[src/sv/bid_pkg.sv]
// Shared constants and types for the box IoU dedup unit
`default_nettype none

package bid_pkg;

    localparam int DEF_MAX_KEPT   = 256;
    localparam int DEF_COORD_BITS = 12;

    localparam int THR_W     = 17;
    localparam int FRAC_BITS = 16;
    localparam int SCORE_W   = 32;
    localparam int IDX_W     = 8;

    localparam logic [THR_W-1:0] THR_RESET = 17'd62259;

    typedef struct packed {
        logic busy;
        logic hit_valid;
        logic hit;
    } pipe_status_t;

endpackage

`default_nettype wire

[src/sv/bid_iou_pipe.sv]
// IoU compare pipeline: stored box against candidate box, one pair per cycle
`default_nettype none

module bid_iou_pipe
    import bid_pkg::*;
#(
    parameter int COORD_BITS = DEF_COORD_BITS
)(
    input  wire logic                    clk,
    input  wire logic                    rst_n,
    input  wire logic                    issue,
    input  wire logic [4*COORD_BITS-1:0] kbox,
    input  wire logic [COORD_BITS-1:0]   cand_top,
    input  wire logic [COORD_BITS-1:0]   cand_left,
    input  wire logic [COORD_BITS-1:0]   cand_bottom,
    input  wire logic [COORD_BITS-1:0]   cand_right,
    input  wire logic [THR_W-1:0]        thr,
    output pipe_status_t                 status
);

    localparam int C      = COORD_BITS;
    localparam int SPW    = C + 1;
    localparam int AREA_W = 2 * C + 1;
    localparam int UNI_W  = 2 * C + 2;
    localparam int PROD_W = THR_W + UNI_W;

    function automatic logic [SPW-1:0] span(input logic [C-1:0] lo, input logic [C-1:0] hi);
        span = (hi >= lo) ? (SPW'(hi) - SPW'(lo) + SPW'(1)) : '0;
    endfunction

    logic [C-1:0] kt, kl, kb, kr;
    logic [C-1:0] it, il, ib, ir;

    logic              v0_reg, v1_reg, v2_reg, v3_reg, v4_reg, v5_reg;
    logic [SPW-1:0]    ih_reg, iw_reg, kh_reg, kw_reg, ch_reg, cw_reg;
    logic [AREA_W-1:0] inter_reg, ak_reg, ac_reg, inter3_reg;
    logic [UNI_W-1:0]  uni_reg;
    logic [PROD_W-1:0] prod_reg, lhs_reg;
    logic              nz_reg, hit_reg;

    assign kt = kbox[4*C-1:3*C];
    assign kl = kbox[3*C-1:2*C];
    assign kb = kbox[2*C-1:C];
    assign kr = kbox[C-1:0];

    assign it = (kt > cand_top)    ? kt : cand_top;
    assign il = (kl > cand_left)   ? kl : cand_left;
    assign ib = (kb < cand_bottom) ? kb : cand_bottom;
    assign ir = (kr < cand_right)  ? kr : cand_right;

    always_ff @(posedge clk or negedge rst_n)
    begin
        if (!rst_n)
        begin
            v0_reg <= 1'b0;
            v1_reg <= 1'b0;
            v2_reg <= 1'b0;
            v3_reg <= 1'b0;
            v4_reg <= 1'b0;
            v5_reg <= 1'b0;
        end
        else
        begin
            v0_reg <= issue;
            v1_reg <= v0_reg;
            v2_reg <= v1_reg;
            v3_reg <= v2_reg;
            v4_reg <= v3_reg;
            v5_reg <= v4_reg;
        end
    end

    always_ff @(posedge clk)
    begin
        // candidate area, stable while an item is scanned
        ch_reg <= span(cand_top, cand_bottom);
        cw_reg <= span(cand_left, cand_right);
        ac_reg <= AREA_W'(ch_reg) * AREA_W'(cw_reg);

        ih_reg <= span(it, ib);
        iw_reg <= span(il, ir);
        kh_reg <= span(kt, kb);
        kw_reg <= span(kl, kr);

        inter_reg <= AREA_W'(ih_reg) * AREA_W'(iw_reg);
        ak_reg    <= AREA_W'(kh_reg) * AREA_W'(kw_reg);

        uni_reg    <= UNI_W'(ak_reg) + UNI_W'(ac_reg) - UNI_W'(inter_reg);
        inter3_reg <= inter_reg;

        prod_reg <= PROD_W'(thr) * PROD_W'(uni_reg);
        lhs_reg  <= PROD_W'({inter3_reg, {FRAC_BITS{1'b0}}});
        nz_reg   <= (uni_reg != '0);

        hit_reg <= nz_reg && (lhs_reg >= prod_reg);
    end

    assign status.busy      = v0_reg | v1_reg | v2_reg | v3_reg | v4_reg | v5_reg;
    assign status.hit_valid = v5_reg;
    assign status.hit       = hit_reg;

endmodule

`default_nettype wire

[config.mk]
export PLATFORM = sky130hd
export DESIGN_NAME = bid_iou_pipe
export DESIGN_NICKNAME = d
export VERILOG_FILES = /design/src/sv/bid_pkg.sv /design/src/sv/bid_iou_pipe.sv
export SDC_FILE = /design/constraint.sdc
export NUM_CORES = 2
export LEC_CHECK = 0
export BUFFER_PORTS_ARGS = -buffer_cell sky130_fd_sc_hd__clkbuf_2
export CAP_MARGIN = 20
export CORE_MARGIN = 5
export CORE_UTILIZATION = 40
export CTS_BUF_LIST = sky130_fd_sc_hd__clkbuf_2 sky130_fd_sc_hd__clkbuf_4 sky130_fd_sc_hd__clkbuf_8
export DETAILED_ROUTE_END_ITERATION = 7
export SETUP_SLACK_MARGIN = 0.15
export SYNTH_ARGS = -nofsm -noshare
export SYNTH_HDL_FRONTEND = slang
export SYNTH_SLANG_ARGS = --single-unit
[constraint.sdc]
create_clock -name clk -period 9.27 [get_ports clk]
set_clock_uncertainty 0.1 [all_clocks]
set_input_delay 0.4635 -clock clk [delete_from_list [all_inputs] [get_ports clk]]
set_output_delay 0.4635 -clock clk [all_outputs]
set_load 0.01 [all_outputs]
# Word-level counts from Yosys, hierarchy flattened

Cells that the tools add are included.
Widths: inputs -> output; s select.

Flip-flop bits (word level): 280
Input port bits: 116
Output and inout port bits: 3
Word-level logic and storage cells: 61

Add/subtract/negate cells: 14
Multipliers: 4
$lt $le $gt $ge: 11
Muxes and demuxes: 4
Bitwise gates (word level): 5
Reduce and logical (&&, ||, !) cells: 2

Operators with widths:

| kind                  | count |
|---|---|
| $add 13x1->13 const B | 6 |
| $sub 12x12->13        | 6 |
| $mul 13x13->25        | 3 |
| $ge 12x12->1          | 6 |
| $mux 12               | 4 |
| $ge 41x43->1          | 1 |
| $mul 17x26->43        | 1 |
| $add 25x25->26        | 1 |
| $reduce_bool 26->1    | 1 |
| $sub 26x25->26        | 1 |
| $gt 12x12->1          | 2 |
| $lt 12x12->1          | 2 |
| $or 1x1->1            | 5 |
| $logic_and 1x1->1     | 1 |

# Depth between registers and ports, before layout

Depth after elaboration: 5
Depth in mapped cells: 24

# Worst setup path before layout

No wires, ideal clock.

Path kind: input -> register
Start: in thr[8]
End: reg prod_reg[39]
Arrival time: 6117 ps
Setup slack: 2991 ps
Stages: 21
Path buffers: 2
Path through: clkbuf_1 > clkbuf_1 > nand2_1 > fa_1 > inv_1 > fa_1 > fa_1 > fa_1 > fa_1 > inv_1 > fa_1 > inv_1 > ha_1 > a21o_1 > a21o_1 > a21oi_1 > nor2b_1 > or3_1 > a221o_1 > a2111o_1 > nand3_1

Cells in the longest elaborated chain, start to end: 1

RTL lines:

| what                 | RTL line           | source |
|---|---|---|
| from (decl)          | bid_iou_pipe.sv:17 | `input wire logic [THR_W-1:0] thr,` |
| $mul 17x26->43       | bid_iou_pipe.sv:91 | `prod_reg <= PROD_W'(thr) * PROD_W'(uni_reg);` |
| to (signal assigned) | bid_iou_pipe.sv:91 |  |
| to (decl)            | bid_iou_pipe.sv:38 | `logic [PROD_W-1:0] prod_reg, lhs_reg;` |

Every way passes these cells.
A chain may end at the register's enable or synchronous reset.

# Final worst setup path

Start: reg uni_reg[11]
End: reg prod_reg[42]

Cells in the longest elaborated chain, start to end: 1

RTL lines:

| what                   | RTL line           | source |
|---|---|---|
| from (decl)            | bid_iou_pipe.sv:37 | `logic [UNI_W-1:0] uni_reg;` |
| from (signal assigned) | bid_iou_pipe.sv:88 | `uni_reg <= UNI_W'(ak_reg) + UNI_W'(ac_reg) - UNI_W'(inter_reg);` |
| $mul 17x26->43         | bid_iou_pipe.sv:91 |  |

Every way passes these cells.

==> results.toml <==
[cells_and_area]
final_util = 0.4307
largest_reg_flops = 43
layout.nets = 6679
fin_cells = 6769
layout_commonest_cell = "inv_1"
final_cell_mix = "1,140 x inv_1, 780 x fa_1, 706 x nand2_1, 568 x ha_1, 352 x and2_1"
syn2layout_area_growth_pct = 6.684
drive_gt1_frac = 0.04910

[timing]
drv_slew = 0
period_needed_ps = 6961
final-setup-viol-count = 0
maxSlewHeadroom = 0.3035
timing.final.ws_setup_ps = 2309
fin_crit_sh = 0.7509
rsz0062_at_grt = "no"
max_freq_mhz = 143.7
tightest_slew_ps = 1040
final_hold_viol_count = 0
tns_ps = 0

[worst_setup_path]
r2r-start = "uni_reg[11]"
cp_num_buf_inv = 3
crit_chain = "nand2_1 > fa_1 > fa_1 > fa_1 > inv_1 > fa_1 > fa_1 > inv_1 > fa_1 > inv_1 > ha_1 > a21oi_1 > o21ai_0 > nor2b_1 > nor3_2 > a311oi_1 > a211oi_1 > a21o_1 > a211oi_2"
cp_data_required_time_ps = 9690
start_kind = "flop"
r2r-end = "prod_reg[42]"
reg2regPathDepth = 19
critPathTopFamily = "adder cells"
worstSetupStartpoint = "uni_reg[11]"
crit_path_end_kind = "flop"
crit_top_cell = "fa_1"
rrSetupSlack_ps = 2310
slowest_delay_ps = 960
cp_slowest_cell = "dfxtp_1"
endpoint = "prod_reg[42]"
crit_cells = 19
cp_data_arrival_time_ps = 7380
critPathMaxFanout = 18
path_class = "reg2reg"

[logic_synthesis]
synthArstFlopShare = 0.02143
muxShareOfSynthArea = 0.01210
synthSimpleGateAreaFrac = 0.1471
netlist_area_mm2 = 0.04622
synth_cells = 5226
synth-edff-count = 0
synth_nets = 6690
ys_ff_latch = 280
synth_flop_cell = "dfxtp_1"
yosysUniqueCellTypes = 77
synth_top_area_cell = "fa_1"
synth_compound_area_frac = 0.08430
synth_xor_area_frac = 0.03392
ys_seq_area_frac = 0.1219
yosysWarnings = 0
synth_top_area_frac = 0.3378
synth_adder_area_share = 0.4916
avgSynthCellArea_um2 = 8.844
synth_top_family_by_area = "adder cells"
synth_area_leaders = "fa_1 34%, ha_1 15%, dfxtp_1 12%, inv_1 9.3%, nand2_1 5.7%"

[clock_network]
root_buffer = "clkbuf_8"
htreeDepth = 2
cts.sinks = 280
clk_latency_ps = 650
cts_setup_buffers = 0
cts_hold_buffers = 2
cts_tree = "built"
clockBufferDepth = 3
cts_resized = 0
cts_inserted_buffers = 49
clk_pin_slew_worst_paths_ps = 60

[floorplanning]
die_h_um = 349.9
core_mm2 = 0.1145
fp.dieW_um = 349.9
rows = 124
start_util = 0.4037
io_pins = 119
die-area_mm2 = 0.1225

[route]
drc = 0
first_iter_violations = 1595
wirelength_um = 113400
vias = 33740
ant_nets = 0
viasPerCell = 4.985
wl_per_cell_um = 16.76
drtPass1Iterations = 5

[global_routing]
grt_pass1_wl_um = 190600
grt_usage = 0.1911
overflow = 0
grt_pass1_vias = 36180
antenna_found_initial = 3
grt_max_degree = 27

[worst_hold_path]
hold_path.class = "in2async"

[placement]
gp_congestion = 0.9042
dp_slack_ps = 2314
io_buffers = 118
dp_hpwl_um = 94320
place_inst = 6671

[run_status]
outcome = "completed"

[job]
drv_cap = 0
worst min path at each step:
| stage | startpoint | endpoint | slack [ps] |
|---|---|---|---|
| global route | rst_n | v0_reg | 60 |
| finish | rst_n | v0_reg | 80 |
| detailed placement | rst_n | v5_reg | 190 |
| floorplan | rst_n | v0_reg | 70 |
| CTS | rst_n | v5_reg | 20 |
| global placement | rst_n | v4_reg | 190 |
kinds of logic after synthesis:
group | Yosys count
xor gates and xnor gates | 179
adders and majority gates | 1348
buffers and inverters | 1335
muxes | 55
and+or+nand+nor | 1445
DFF | 280
AOI/OAI and AO/OA | 584
per-stage QoR:
step | area (um^2) | hold slack, ps
after global placement | 48030 | 188.8
after detailed placement | 48030 | 194.4
after floorplan | 46220 | 67.91
after global routing | 49310 | 62.04
final | 49310 | 84.61
after CTS | 49280 | 15.60
routing by layer:
| layer | vias to the layer above | part of all wire | track usage |
|---|---|---|---|
| li1 | 16040 | - | - |
| met1 | 16760 | 0.45 | 0.2541 |
| met2 | 801 | 0.48 | 0.3354 |
| met3 | 141 | 0.046 | 0.02311 |
| met4 | 0 | 0.022 | 0.04251 |
| met5 | - | 0 | 0 |
cell usage after synthesis (19+ instances only):
cell type and number:
inv_1 1140, fa_1 780, nand2_1 706, ha_1 568, and2_1 352, dfxtp_1 274, a21oi_1 194, nor2_1 182
clkbuf_1 180, xnor2_1 121, a21o_1 76, o21ai_0 74, xor2_1 58, mux2i_1 48, o21bai_1 41, nand3_1 30
o211ai_1 28, nand2b_1 26, nor2b_1 26, nor3_1 25, nand4_1 22, a31oi_1 20, o21a_1 20, and3_1 19
layout make-up:
type                    instances  area, um^2
multi-input cells            3611       35560
flip-flops and latches        280        5635
repair buffers                133       708.2
inverters                    1140        4279
fillers                     11410       65190
diodes                          2       5.005
well taps                    1512        1892
clock inverters                20       311.5
clock buffers                  71       920.9
Power is left out: the tool's default activity adds up to more than one toggle a clock period on the data nets, which glitch-free logic cannot reach.
